==> config.mk <==
export PLATFORM = sky130hd
export DESIGN_NAME = sprite_line_evaluation
export DESIGN_NICKNAME = d
export VERILOG_FILES = /design/src/hw/rtl/spe_pkg.sv /design/src/hw/rtl/sprite_line_evaluation.sv /design/src/hw/rtl/spe_ram.sv /design/src/hw/rtl/spe_primary.sv /design/src/hw/rtl/spe_eval.sv
export VERILOG_INCLUDE_DIRS = /design/src /design/src/hw/rtl
export SDC_FILE = /design/constraint.sdc
export NUM_CORES = 2
export LEC_CHECK = 0
export BUFFER_PORTS_ARGS = -buffer_cell sky130_fd_sc_hd__buf_2
export CAP_MARGIN = 20
export CELL_PAD_IN_SITES_DETAIL_PLACEMENT = 1
export CELL_PAD_IN_SITES_GLOBAL_PLACEMENT = 2
export CORE_ASPECT_RATIO = 0.75
export CORE_MARGIN = 3
export CORE_UTILIZATION = 48
export CTS_CLUSTER_DIAMETER = 40
export DETAILED_ROUTE_END_ITERATION = 8
export PLACE_DENSITY_LB_ADDON = 0.1
export RECOVER_POWER = 50
export SLEW_MARGIN = 5
export SYNTH_ARGS = -nofsm -noshare
export SYNTH_HDL_FRONTEND = slang
export SYNTH_SLANG_ARGS = --single-unit
export TNS_END_PERCENT = 50
==> constraint.sdc <==
create_clock -name clock -period 10.4 [get_ports clock]
set_clock_uncertainty 0.05 [all_clocks]
set_input_delay 2.6 -clock clock [delete_from_list [all_inputs] [get_ports clock]]
set_output_delay 2.6 -clock clock [all_outputs]
set_load 0.1 [all_outputs]
==> src/hw/rtl/assert_macros.svh <==
// Assertion macros shared by the sprite line evaluation RTL.
`ifndef ASSERT_MACROS_SVH
`define ASSERT_MACROS_SVH

// Check a property on every rising clock edge outside reset.
`define SPE_ASSERT(label, clk, rst, prop, msg) \
   label: assert property (@(posedge clk) disable iff (rst) (prop)) else $error(msg);

// Check that a condition never holds outside reset.
`define SPE_NEVER(label, clk, rst, expr, msg) \
   label: assert property (@(posedge clk) disable iff (rst) !(expr)) else $error(msg);

`endif

==> src/hw/rtl/spe_pkg.sv <==
// Shared types and constants for the sprite line evaluation block.
package spe_pkg;

   localparam int TABLE_BYTES = 256;
   localparam int TABLE_AW    = 8;
   localparam int FOUND_W     = 4;
   localparam int SLOT_W      = 3;
   localparam int PAT_W       = 13;
   localparam int ATTR_W      = 6;
   localparam int PEND_W      = 20;

   // Dot boundaries of the scanline phases.
   localparam logic [8:0] EVAL_START = 9'd64;
   localparam logic [8:0] READ_START = 9'd256;
   localparam logic [8:0] LATE_START = 9'd320;

   localparam logic [7:0] FILL_BYTE   = 8'hFF;
   localparam logic [7:0] SHADOW_ADDR = 8'd252;
   localparam logic [7:0] ENTRY_MASK  = 8'hFC;

   localparam logic [8:0] SHORT_HEIGHT = 9'd8;
   localparam logic [8:0] TALL_HEIGHT  = 9'd16;

   typedef enum logic [1:0] {
      OP_TICK,
      OP_SET_ADDR,
      OP_WRITE,
      OP_CLEAR_OVF
   } op_type;

   typedef enum logic [2:0] {
      PH_COMPARE,
      PH_COPY1,
      PH_COPY2,
      PH_COPY3,
      PH_IDLE,
      PH_BUGGED
   } phase_type;

   // Sprite table access issued by the evaluation stage.
   typedef struct packed {
      logic                wr_en;
      logic [TABLE_AW-1:0] wr_addr;
      logic [7:0]          wr_data;
      logic                rd_en;
      logic [TABLE_AW-1:0] rd_addr;
   } prim_req_type;

   typedef struct packed {
      logic [7:0]        bus_byte;
      logic              overflow_flag;
      logic [FOUND_W-1:0] found_count;
      logic              record_done;
      logic [SLOT_W-1:0] record_slot;
      logic [7:0]        record_x;
      logic [PAT_W-1:0]  record_pattern_address;
      logic [ATTR_W-1:0] record_attributes;
      logic              record_hflip;
   } eval_result_type;

endpackage

==> src/hw/rtl/sprite_line_evaluation.sv <==
// Requests enter the input stage; the evaluated result is registered in the result stage.
// Throughput: one request per clock while the result is not stalled; the single evaluation
// stage and the registered read of the 256-byte sprite table RAM set this rate.
// A stalled result holds the evaluation stage; one more request may wait in the input stage.
// Reset (synchronous, active high) clears all control state, the valid bits of the sprite
// table (it reads as zero until written) and fills the secondary table with 0xFF at once.
`include "assert_macros.svh"

module sprite_line_evaluation import spe_pkg::*; #(
   parameter int SPRITES_PER_LINE = 8
) (
   input  logic                clock,
   input  logic                reset,
   // configuration port
   input  logic                csr_write_enable,
   input  logic                csr_index,
   input  logic                csr_write_data,
   // request channel
   input  logic                req_valid,
   output logic                req_stall,
   input  logic [1:0]          req_operation,
   input  logic [8:0]          req_dot,
   input  logic [7:0]          req_scanline,
   input  logic [7:0]          req_data_byte,
   // result channel
   output logic                rsp_valid,
   input  logic                rsp_stall,
   output logic [7:0]          rsp_bus_byte,
   output logic                rsp_overflow_flag,
   output logic [FOUND_W-1:0]  rsp_found_count,
   output logic                rsp_record_done,
   output logic [SLOT_W-1:0]   rsp_record_slot,
   output logic [7:0]          rsp_record_x,
   output logic [PAT_W-1:0]    rsp_record_pattern_address,
   output logic [ATTR_W-1:0]   rsp_record_attributes,
   output logic                rsp_record_hflip
);

   // Configuration register indexes.
   localparam logic CSR_TALL_SPRITES = 1'b0;
   localparam logic CSR_TABLE_HIGH   = 1'b1;

   logic            tall_ff, tall_in;
   logic            table_high_ff, table_high_in;

   // Input stage.
   logic            s1_valid_ff, s1_valid_in;
   logic [1:0]      s1_op_ff;
   logic [8:0]      s1_dot_ff;
   logic [7:0]      s1_scanline_ff;
   logic [7:0]      s1_data_ff;

   // Result stage.
   logic            rsp_valid_ff, rsp_valid_in;
   eval_result_type rsp_data_ff;

   logic            advance;
   logic            load;
   eval_result_type result;
   prim_req_type    prim_req;
   logic [7:0]      prim_byte;
   logic [7:0]      shadow_byte;

   // Evaluate the held request whenever the result register is free or draining.
   assign advance   = s1_valid_ff && (!rsp_valid_ff || !rsp_stall);
   assign req_stall = s1_valid_ff && !advance;
   assign load      = req_valid && !req_stall;

   always_comb begin
      tall_in       = tall_ff;
      table_high_in = table_high_ff;
      if (csr_write_enable) begin
         unique case (csr_index)
            CSR_TALL_SPRITES: tall_in       = csr_write_data;
            CSR_TABLE_HIGH:   table_high_in = csr_write_data;
         endcase
      end
   end

   always_comb begin
      s1_valid_in = s1_valid_ff;
      if (load) begin
         s1_valid_in = 1'b1;
      end else if (advance) begin
         s1_valid_in = 1'b0;
      end
      // Hold a stalled result, drop it once taken.
      rsp_valid_in = advance || (rsp_valid_ff && rsp_stall);
   end

   always_ff @(posedge clock) begin
      if (reset) begin
         tall_ff       <= 1'b0;
         table_high_ff <= 1'b0;
         s1_valid_ff   <= 1'b0;
         rsp_valid_ff  <= 1'b0;
      end else begin
         tall_ff       <= tall_in;
         table_high_ff <= table_high_in;
         s1_valid_ff   <= s1_valid_in;
         rsp_valid_ff  <= rsp_valid_in;
      end
      if (load) begin
         s1_op_ff       <= req_operation;
         s1_dot_ff      <= req_dot;
         s1_scanline_ff <= req_scanline;
         s1_data_ff     <= req_data_byte;
      end
      if (advance) begin
         rsp_data_ff <= result;
      end
   end

   // Sprite table; its read is issued as a request enters the input stage.
   spe_primary u_primary (
      .clock      (clock),
      .reset      (reset),
      .req        (prim_req),
      .rd_byte    (prim_byte),
      .shadow_byte(shadow_byte)
   );

   spe_eval #(
      .SPRITES_PER_LINE(SPRITES_PER_LINE)
   ) u_eval (
      .clock           (clock),
      .reset           (reset),
      .advance         (advance),
      .item_op         (s1_op_ff),
      .item_dot        (s1_dot_ff),
      .item_scanline   (s1_scanline_ff),
      .item_data       (s1_data_ff),
      .load            (load),
      .load_op         (req_operation),
      .load_dot        (req_dot),
      .tall_sprites    (tall_ff),
      .small_table_high(table_high_ff),
      .prim_byte       (prim_byte),
      .shadow_byte     (shadow_byte),
      .prim_req        (prim_req),
      .result          (result)
   );

   assign rsp_valid                  = rsp_valid_ff;
   assign rsp_bus_byte               = rsp_data_ff.bus_byte;
   assign rsp_overflow_flag          = rsp_data_ff.overflow_flag;
   assign rsp_found_count            = rsp_data_ff.found_count;
   assign rsp_record_done            = rsp_data_ff.record_done;
   assign rsp_record_slot            = rsp_data_ff.record_slot;
   assign rsp_record_x               = rsp_data_ff.record_x;
   assign rsp_record_pattern_address = rsp_data_ff.record_pattern_address;
   assign rsp_record_attributes      = rsp_data_ff.record_attributes;
   assign rsp_record_hflip           = rsp_data_ff.record_hflip;

   `SPE_ASSERT(a_advance_fills_result, clock, reset,
      advance |=> rsp_valid_ff,
      "evaluated request did not reach the result register")
   `SPE_ASSERT(a_stall_needs_held, clock, reset,
      req_stall |-> (s1_valid_ff && rsp_valid_ff),
      "request stalled with a free input or result stage")

endmodule

==> src/hw/rtl/spe_ram.sv <==
// Generic single-port-write, registered-read RAM.
module spe_ram #(
   parameter int WIDTH = 8,
   parameter int DEPTH = 256
) (
   input  logic                     clock,
   input  logic                     wr_en,
   input  logic [$clog2(DEPTH)-1:0] wr_addr,
   input  logic [WIDTH-1:0]         wr_data,
   input  logic                     rd_en,
   input  logic [$clog2(DEPTH)-1:0] rd_addr,
   output logic [WIDTH-1:0]         rd_data
);

   logic [WIDTH-1:0] mem_ff [DEPTH];
   logic [WIDTH-1:0] rd_data_ff;

   always_ff @(posedge clock) begin
      if (wr_en) begin
         mem_ff[wr_addr] <= wr_data;
      end
      if (rd_en) begin
         rd_data_ff <= mem_ff[rd_addr];
      end
   end

   assign rd_data = rd_data_ff;

endmodule

==> src/hw/rtl/spe_primary.sv <==
// Primary sprite table: RAM, per-byte valid bits, write bypass and entry 252 shadow.
`include "assert_macros.svh"

module spe_primary import spe_pkg::*; (
   input  logic         clock,
   input  logic         reset,
   input  prim_req_type req,
   output logic [7:0]   rd_byte,
   output logic [7:0]   shadow_byte
);

   logic [7:0]             ram_q;
   logic [TABLE_BYTES-1:0] valid_ff;
   logic [TABLE_BYTES-1:0] valid_in;
   logic                   hit_ff;
   logic                   hit_in;
   logic                   rd_valid_ff;
   logic                   rd_valid_in;
   logic [7:0]             bypass_ff;
   logic [7:0]             bypass_in;
   logic [7:0]             shadow_ff;
   logic [7:0]             shadow_in;

   spe_ram #(
      .WIDTH(8),
      .DEPTH(TABLE_BYTES)
   ) u_ram (
      .clock  (clock),
      .wr_en  (req.wr_en),
      .wr_addr(req.wr_addr),
      .wr_data(req.wr_data),
      .rd_en  (req.rd_en),
      .rd_addr(req.rd_addr),
      .rd_data(ram_q)
   );

   always_comb begin
      valid_in    = valid_ff;
      hit_in      = hit_ff;
      rd_valid_in = rd_valid_ff;
      bypass_in   = bypass_ff;
      shadow_in   = shadow_ff;
      if (req.wr_en) begin
         valid_in[req.wr_addr] = 1'b1;
         if (req.wr_addr == SHADOW_ADDR) begin
            shadow_in = req.wr_data;
         end
      end
      // Capture read-during-write so the new byte wins over the RAM output.
      if (req.rd_en) begin
         hit_in      = req.wr_en && (req.wr_addr == req.rd_addr);
         rd_valid_in = valid_ff[req.rd_addr];
         bypass_in   = req.wr_data;
      end
   end

   always_ff @(posedge clock) begin
      if (reset) begin
         valid_ff    <= '0;
         hit_ff      <= 1'b0;
         rd_valid_ff <= 1'b0;
         shadow_ff   <= '0;
      end else begin
         valid_ff    <= valid_in;
         hit_ff      <= hit_in;
         rd_valid_ff <= rd_valid_in;
         shadow_ff   <= shadow_in;
      end
      bypass_ff <= bypass_in;
   end

   assign rd_byte     = hit_ff ? bypass_ff : (rd_valid_ff ? ram_q : 8'h00);
   assign shadow_byte = shadow_ff;

   `SPE_ASSERT(a_write_bypass, clock, reset,
      (req.wr_en && req.rd_en && req.wr_addr == req.rd_addr) |=> hit_ff,
      "read of a byte written on the same edge did not take the bypass")

endmodule

==> src/hw/rtl/spe_eval.sv <==
// Per-dot sprite evaluation: state machine, secondary table and record builder.
`include "assert_macros.svh"

module spe_eval import spe_pkg::*; #(
   parameter int SPRITES_PER_LINE = 8
) (
   input  logic            clock,
   input  logic            reset,
   input  logic            advance,
   input  logic [1:0]      item_op,
   input  logic [8:0]      item_dot,
   input  logic [7:0]      item_scanline,
   input  logic [7:0]      item_data,
   input  logic            load,
   input  logic [1:0]      load_op,
   input  logic [8:0]      load_dot,
   input  logic            tall_sprites,
   input  logic            small_table_high,
   input  logic [7:0]      prim_byte,
   input  logic [7:0]      shadow_byte,
   output prim_req_type    prim_req,
   output eval_result_type result
);

   localparam int SEC_BYTES = SPRITES_PER_LINE * 4;
   localparam int SEC_W     = $clog2(SEC_BYTES);
   localparam int SF_W      = $clog2(SPRITES_PER_LINE + 1);

   logic [7:0]      ta_ff, ta_in;
   logic [7:0]      sp_ff, sp_in;
   logic [5:0]      cp_ff, cp_in;
   logic [SF_W-1:0] sf_ff, sf_in;
   logic [7:0]      bus_ff, bus_in;
   logic            ovf_ff, ovf_in;
   logic [3:0]      row_ff, row_in;
   logic            zero_ff, zero_in;
   logic [PEND_W-1:0] pend_ff, pend_in;
   phase_type       phase_ff, phase_in;
   logic [7:0]      sec_ff [SEC_BYTES];

   op_type          op;
   logic            tick;
   logic            zone_clear, zone_eval, zone_read;
   logic            line_start, odd_eval;
   logic            full;
   logic [9:0]      diff;
   logic            in_range;
   logic [7:0]      sp_plus1, sp_plus4, sp_diag;
   logic [SF_W-1:0] sf_plus1;
   logic            clear_ok;
   logic [4:0]      rb_idx;
   logic [7:0]      readback_byte, late_byte;
   logic [3:0]      prow;
   logic [PAT_W-1:0] pat;
   logic [PEND_W-1:0] rec_pend;
   logic            push;
   logic            sec_we;
   logic [SEC_W-1:0] sec_idx;
   logic [7:0]      sec_wd;
   logic            rec_done;

   assign op         = op_type'(item_op);
   assign tick       = advance && (op == OP_TICK);
   assign zone_clear = item_dot < EVAL_START;
   assign zone_eval  = !zone_clear && (item_dot < READ_START);
   assign zone_read  = (item_dot >= READ_START) && (item_dot < LATE_START);
   assign line_start = tick && (item_dot == EVAL_START);
   assign odd_eval   = tick && zone_eval && item_dot[0];
   assign full       = sf_ff >= SF_W'(SPRITES_PER_LINE);

   // Signed row of the sprite on this line; in range when 0 <= row < height.
   assign diff     = {2'b00, item_scanline} - {2'b00, prim_byte} - 10'd1;
   assign in_range = !diff[9] && (diff[8:0] < (tall_sprites ? TALL_HEIGHT : SHORT_HEIGHT));

   assign sp_plus1 = sp_ff + 8'd1;
   assign sp_plus4 = sp_ff + 8'd4;
   assign sp_diag  = {sp_plus4[7:2], sp_plus1[1:0]};
   assign sf_plus1 = sf_ff + 1'b1;

   assign clear_ok      = {2'b00, item_dot[5:1]} < 7'(SEC_BYTES);
   assign rb_idx        = {item_dot[5:3], item_dot[2] ? 2'b11 : item_dot[1:0]};
   assign readback_byte = ({2'b00, rb_idx} < 7'(SEC_BYTES)) ? sec_ff[SEC_W'(rb_idx)] : FILL_BYTE;
   assign late_byte     = (sf_ff == '0) ? shadow_byte : sec_ff[0];

   // Pattern row address; prim_byte holds the attribute byte on this dot.
   assign prow = tall_sprites ? (prim_byte[7] ? ~row_ff : row_ff)
                              : {1'b0, prim_byte[7] ? ~row_ff[2:0] : row_ff[2:0]};
   assign pat  = tall_sprites ? {pend_ff[0], pend_ff[7:1], prow[3], 1'b0, prow[2:0]}
                              : {small_table_high, pend_ff[7:0], prow};
   assign rec_pend = {prim_byte[6], prim_byte[5], zero_ff, prim_byte[1:0], 2'b00, pat};

   // Next phase.
   always_comb begin
      phase_in = phase_ff;
      if (line_start) begin
         phase_in = PH_COMPARE;
      end else if (odd_eval) begin
         unique case (phase_ff)
            PH_COMPARE: begin
               if (in_range) begin
                  phase_in = PH_COPY1;
               end else if (sp_plus4 == 8'd0) begin
                  phase_in = PH_IDLE;
               end
            end
            PH_COPY1: phase_in = PH_COPY2;
            PH_COPY2: phase_in = PH_COPY3;
            PH_COPY3: begin
               priority if (full) begin
                  phase_in = PH_BUGGED;
               end else if (sp_plus1 == 8'd0) begin
                  phase_in = PH_IDLE;
               end else if (sf_plus1 < SF_W'(SPRITES_PER_LINE)) begin
                  phase_in = PH_COMPARE;
               end else begin
                  phase_in = PH_BUGGED;
               end
            end
            PH_BUGGED: begin
               if (in_range) begin
                  phase_in = PH_COPY1;
               end else if (sp_diag < 8'd4) begin
                  phase_in = PH_IDLE;
               end
            end
            default: phase_in = PH_IDLE;
         endcase
      end
   end

   // Datapath and outputs.
   always_comb begin
      ta_in    = ta_ff;
      sp_in    = sp_ff;
      cp_in    = cp_ff;
      sf_in    = sf_ff;
      bus_in   = bus_ff;
      ovf_in   = ovf_ff;
      row_in   = row_ff;
      zero_in  = zero_ff;
      pend_in  = pend_ff;
      push     = 1'b0;
      sec_we   = 1'b0;
      sec_idx  = '0;
      sec_wd   = prim_byte;
      rec_done = 1'b0;
      if (advance) begin
         unique case (op)
            OP_TICK: begin
               priority if (zone_clear) begin
                  bus_in  = FILL_BYTE;
                  sec_we  = clear_ok;
                  sec_idx = SEC_W'(item_dot[5:1]);
                  sec_wd  = FILL_BYTE;
               end else if (zone_eval) begin
                  bus_in = prim_byte;
                  if (!item_dot[0]) begin
                     if (line_start) begin
                        sf_in = '0;
                        sp_in = '0;
                        cp_in = '0;
                     end
                  end else begin
                     unique case (phase_ff)
                        PH_COMPARE: begin
                           if (!in_range) begin
                              sp_in = sp_plus4;
                           end else begin
                              push    = 1'b1;
                              zero_in = (sp_ff == (ta_ff & ENTRY_MASK));
                              row_in  = diff[3:0];
                              sp_in   = sp_plus1;
                           end
                        end
                        PH_COPY1, PH_COPY2, PH_COPY3: begin
                           sp_in = sp_plus1;
                           if (!full) begin
                              push = 1'b1;
                              priority if (phase_ff == PH_COPY1) begin
                                 pend_in = PEND_W'(prim_byte);
                              end else if (phase_ff == PH_COPY2) begin
                                 pend_in = rec_pend;
                              end else begin
                                 rec_done = 1'b1;
                                 sf_in    = sf_plus1;
                              end
                           end
                        end
                        PH_BUGGED: begin
                           if (!in_range) begin
                              sp_in = sp_diag;
                           end else begin
                              sp_in  = sp_plus1;
                              ovf_in = 1'b1;
                           end
                        end
                        default: sp_in = sp_plus4;
                     endcase
                  end
               end else if (zone_read) begin
                  bus_in = readback_byte;
               end else begin
                  bus_in = late_byte;
               end
            end
            OP_SET_ADDR:  ta_in  = item_data;
            OP_WRITE:     ta_in  = ta_ff + 8'd1;
            OP_CLEAR_OVF: ovf_in = 1'b0;
         endcase
      end
      // Copy into the secondary table; drop writes past its end.
      if (push) begin
         sec_we  = {1'b0, cp_ff} < 7'(SEC_BYTES);
         sec_idx = cp_ff[SEC_W-1:0];
         cp_in   = cp_ff + 6'd1;
      end
   end

   always_ff @(posedge clock) begin
      if (reset) begin
         ta_ff    <= '0;
         sp_ff    <= '0;
         cp_ff    <= '0;
         sf_ff    <= '0;
         bus_ff   <= '0;
         ovf_ff   <= 1'b0;
         row_ff   <= '0;
         zero_ff  <= 1'b0;
         pend_ff  <= '0;
         phase_ff <= PH_COMPARE;
         for (int i = 0; i < SEC_BYTES; i++) begin
            sec_ff[i] <= FILL_BYTE;
         end
      end else begin
         ta_ff    <= ta_in;
         sp_ff    <= sp_in;
         cp_ff    <= cp_in;
         sf_ff    <= sf_in;
         bus_ff   <= bus_in;
         ovf_ff   <= ovf_in;
         row_ff   <= row_in;
         zero_ff  <= zero_in;
         pend_ff  <= pend_in;
         phase_ff <= phase_in;
         if (sec_we) begin
            sec_ff[sec_idx] <= sec_wd;
         end
      end
   end

   assign prim_req.wr_en   = advance && (op == OP_WRITE);
   assign prim_req.wr_addr = ta_ff;
   assign prim_req.wr_data = item_data;
   assign prim_req.rd_en   = load;
   assign prim_req.rd_addr = ((op_type'(load_op) == OP_TICK) && (load_dot == EVAL_START))
                             ? 8'd0 : sp_in;

   assign result.bus_byte               = bus_in;
   assign result.overflow_flag          = ovf_in;
   assign result.found_count            = FOUND_W'(sf_in);
   assign result.record_done            = rec_done;
   assign result.record_slot            = rec_done ? SLOT_W'(sf_ff) : '0;
   assign result.record_x               = rec_done ? prim_byte : '0;
   assign result.record_pattern_address = rec_done ? pend_ff[PAT_W-1:0] : '0;
   assign result.record_attributes      = rec_done ? pend_ff[PAT_W+ATTR_W-1:PAT_W] : '0;
   assign result.record_hflip           = rec_done ? pend_ff[PEND_W-1] : 1'b0;

   `SPE_NEVER(a_found_bound, clock, reset,
      sf_ff > SF_W'(SPRITES_PER_LINE),
      "sprite count passed the per-line limit")
   `SPE_ASSERT(a_record_phase, clock, reset,
      rec_done |-> (phase_ff == PH_COPY3 && !full && advance),
      "record reported outside the last copy step")

endmodule
==> results.txt <==
average footprint of a synthesized cell -> 12.4 sq um
Static Leakage -> 0.0394 uW
routability congestion estimate -> 0.854
wire length of the first global-routing pass -> 547000 um
worst min-delay path startpoint -> u_eval.pend_ff[11]
violated checks -> capacitance limit, slew limit
die height -> 425 um
fill cell instance count of the final layout -> 23.0k
layout cells sized above 1 -> 10.3%
endpoint required time on the critical path -> 11090 ps
Clk Tree Root Cell -> clkbuf_16
setup slack of the worst register-to-register path -> 770 ps
Critical Path Start Type -> register
startpoint of the most critical register-to-register path -> u_primary.hit_ff
Crit-path slowest cell -> o41ai_1
number of iterations in the first detailed-routing pass -> 6
pins over their slew limit -> 2333
Buffers & Inverters on Critical Path -> 4
end of the worst register-to-register path -> u_primary.u_ram.rd_data[1]
antenna-violating nets left -> 0
initial core utilization -> 48.3%
most common cell after layout, fill and taps aside -> edfxtp_1
Max Clk Rate -> 104 MHz
Die Outline Area -> 240000 sq um
share of the core filled with cells in the final layout -> 54.7%
clock-pin slew of the registers on the worst-case setup and hold paths -> 60 ps
number of input and output port buffers inserted -> 78
netlist area before placement -> 112000 sq um
worst rel slew slack -> -547%
setup repair after global routing missed its margin -> no
pin count of the biggest net entering global routing -> 185
type of the most critical hold path -> reg2reg
Tcrit/Tclk final -> 92.6%
path type of the worst setup path -> reg2reg
number of setup buffers added after CTS -> 0
antenna violations before repair -> 28
Post-route DRC -> 0
synthesized netlist cell count -> 9042
final setup fails -> 0
half-perimeter wire length of the detailed placement result -> 223000 um
max-cap violation count -> 29
total of cells resized after clock tree synthesis -> 0
final period demand of the worst path -> 9630 ps
Slowest Stage Delay on Critical Path -> 980 ps
drt via density -> 6.32
number of placement rows -> 153
die width -> 564 um
Detailed Route WL -> 375000 um
path depth of the worst reg2reg path -> 25
kind of cell with the highest combined delay on the critical path -> compound AO/OA/AOI/OAI gates
count of nets after finishing -> 8990
number of global-route vias before repair -> 77.7k
Remaining Overflow, GRT -> 0
Routed wire per std cell -> 30.4 um
number of violations reported at the end of detailed-routing iteration 0 -> 9452
Crit path arrival time -> 10320 ps
yosys warns -> 0
Top cell by count, worst path -> buf_4
signed area change from the synthesized netlist to the final layout -> 13.1%
Vias -> 78.0k
total of hold buffers inserted after clock tree synthesis -> 0
share of synthesized registers carrying an async set or reset -> 0%
power per cell area -> 197 nW/um^2
crit path max fanout -> 97
TritonCTS clock tree -> yes
depth of the CTS H-tree -> 5
result of the run -> finished, violations left
Bufs on Longest Clock Path -> 4
type of destination of the critical path -> register
total of flip-flops plus latches after synthesis -> 2721
sum of negative setup slack -> 0 ps
endpoint with the worst hold slack -> u_eval.pend_ff[11]
number of clock sinks -> 2721
number of different library cells in the post-synthesis netlist -> 104
EDFF count, synth -> 2390
worst vdd ir -> 0.159 mV
most frequent cells in the layout -> edfxtp_1, nand2_1, nor2_1
post-synthesis sequential area ratio -> 69.9%
number of top-level pins -> 81
transition time of the tightest slew-check pin -> 9700 ps
hold path depth -> 2
overall routing resource usage -> 30.8%
Final Hold Vio Count -> 0
total clock buffers created by CTS -> 346
top_reg_cell synth -> edfxtp_1
Core Footprint -> 232000 sq um
later-pin clock latency in the skew report -> 890 ps
cells by family (layout without fill, tap and decap cells):
kind of cell               count (synthesis)  count (layout)  share of synthesized area [%]
AOI/OAI and AO/OA                       1534            1534                           9.59
xor gates and xnor gates                  32              32                          0.257
adders and majority gates                 22              22                          0.239
buffers and inverters                    758             935                           3.07
DFF                                     2721            2721                           69.9
muxes                                    104             104                           1.38
other                                      1              12                        0.00334
and+or+nand+nor                         3870            3870                           15.6
metal layers:
layer	vias up	global-route usage, %	routed length, um
met1	40700	46.5	167000
li1	33600	-	-
met2	3134	45.8	167000
met5	-	0	82
met4	12	7.67	9430
met3	557	5.69	31100
state kept, by name, indices dropped and copies added (netlist names), 6 cells and up:
signal and count:
rsp_bus_byte 8, rsp_record_pattern_address 13, rsp_record_x 8, s1_data_ff 8, s1_dot_ff 9, s1_scanline_ff 8, u_eval.bus_ff 8, u_eval.cp_ff 6
u_eval.pend_ff 18, u_eval.sec_ff 256, u_eval.sp_ff 8, u_eval.ta_ff 8, u_primary.bypass_ff 8, u_primary.shadow_byte 8, u_primary.u_ram.mem_ff 2048, u_primary.u_ram.rd_data 8
u_primary.valid_ff 256
how the worst max path moves through the flow:
stage                     start                         end  cells after the start
5_1_grt            s1_dot_ff[0]            u_eval.bus_ff[6]                     13
2_1_floorplan         rsp_stall  u_primary.u_ram.rd_data[4]                     21
6_report       u_primary.hit_ff  u_primary.u_ram.rd_data[1]                     25
3_5_place_dp          rsp_stall  u_primary.u_ram.rd_data[1]                     20
3_3_place_gp          rsp_stall  u_primary.u_ram.rd_data[3]                     19
4_1_cts        u_primary.hit_ff  u_primary.u_ram.rd_data[1]                     21
Yosys cell counts, drive strengths merged (8+ instances only):
master	number	share of area, %
a211oi	16	0.11
clkbuf	387	1.3
a21oi	387	1.7
nand2b	12	0.067
nand4	16	0.095
nor2b	25	0.14
nand2	1581	5.3
edfxtp	2390	64
or2	42	0.23
o32ai	8	0.062
inv	26	0.087
nor2	887	3.0
a32oi	8	0.062
nor3	58	0.26
or4	19	0.13
o22ai	60	0.33
a31oi	70	0.41
or3	535	3.0
o21ba	16	0.14
nor4	38	0.22
xnor2	19	0.16
dfxtp	331	5.9
and2	16	0.091
o21ai	76	0.34
ha	19	0.21
xor2	13	0.10
a311oi	232	1.8
and3	46	0.26
a22oi	13	0.087
o211ai	529	3.5
mux4	40	0.80
nand3	572	2.6
mux2i	61	0.55
buf	344	1.7
o31ai	10	0.071
o221ai	27	0.22
o41ai	23	0.18
report_power, final:
part / switching [uW] / internal (uW) / total (uW)
Clock: 4920 / 7290 / 12200
Combinational: 662 / 164 / 826
Sequential: 48.8 / 11900 / 12000
metrics by stage:
step / cells / total power [uW] / cell area (sq um) / hold WS (ps) / worst slack, ps
6_report: 12300 / 25000 / 127000 / 406 / 769
5_1_grt: 12300 / 25700 / 127000 / 430 / 452
4_1_cts: 12300 / 25100 / 127000 / 409 / 1280
3_5_place_dp: 11700 / 13000 / 115000 / 399 / 733
3_3_place_gp: 11700 / 13000 / 115000 / 386 / 855
2_1_floorplan: 9043 / 12600 / 112000 / 377 / 3310
cell type report:
| cell class | instances | area [sq um] | share of cell area (%) |
|---|---|---|---|
| Sequential cell | 2721 | 78400 | 61.8 |
| Multi-Input combinational cell | 5564 | 30500 | 24.1 |
| Clock buffer | 419 | 9300 | 7.33 |
| Tap cell | 3100 | 3880 | 3.06 |
| Clock inverter | 212 | 2350 | 1.85 |
| Timing Repair Buffer | 277 | 2220 | 1.75 |
| Inverter | 27 | 101 | 0.0799 |
| Antenna cell | 10 | 25.0 | 0.0197 |
tightest hold or removal path, delay by kind of cell (launching register included):
family	cells	cell delay [ps]
AOI/OAI and AO/OA	1	50
DFF	1	310
and+or+nand+nor	1	50
(Power assumes the default switching activity.)
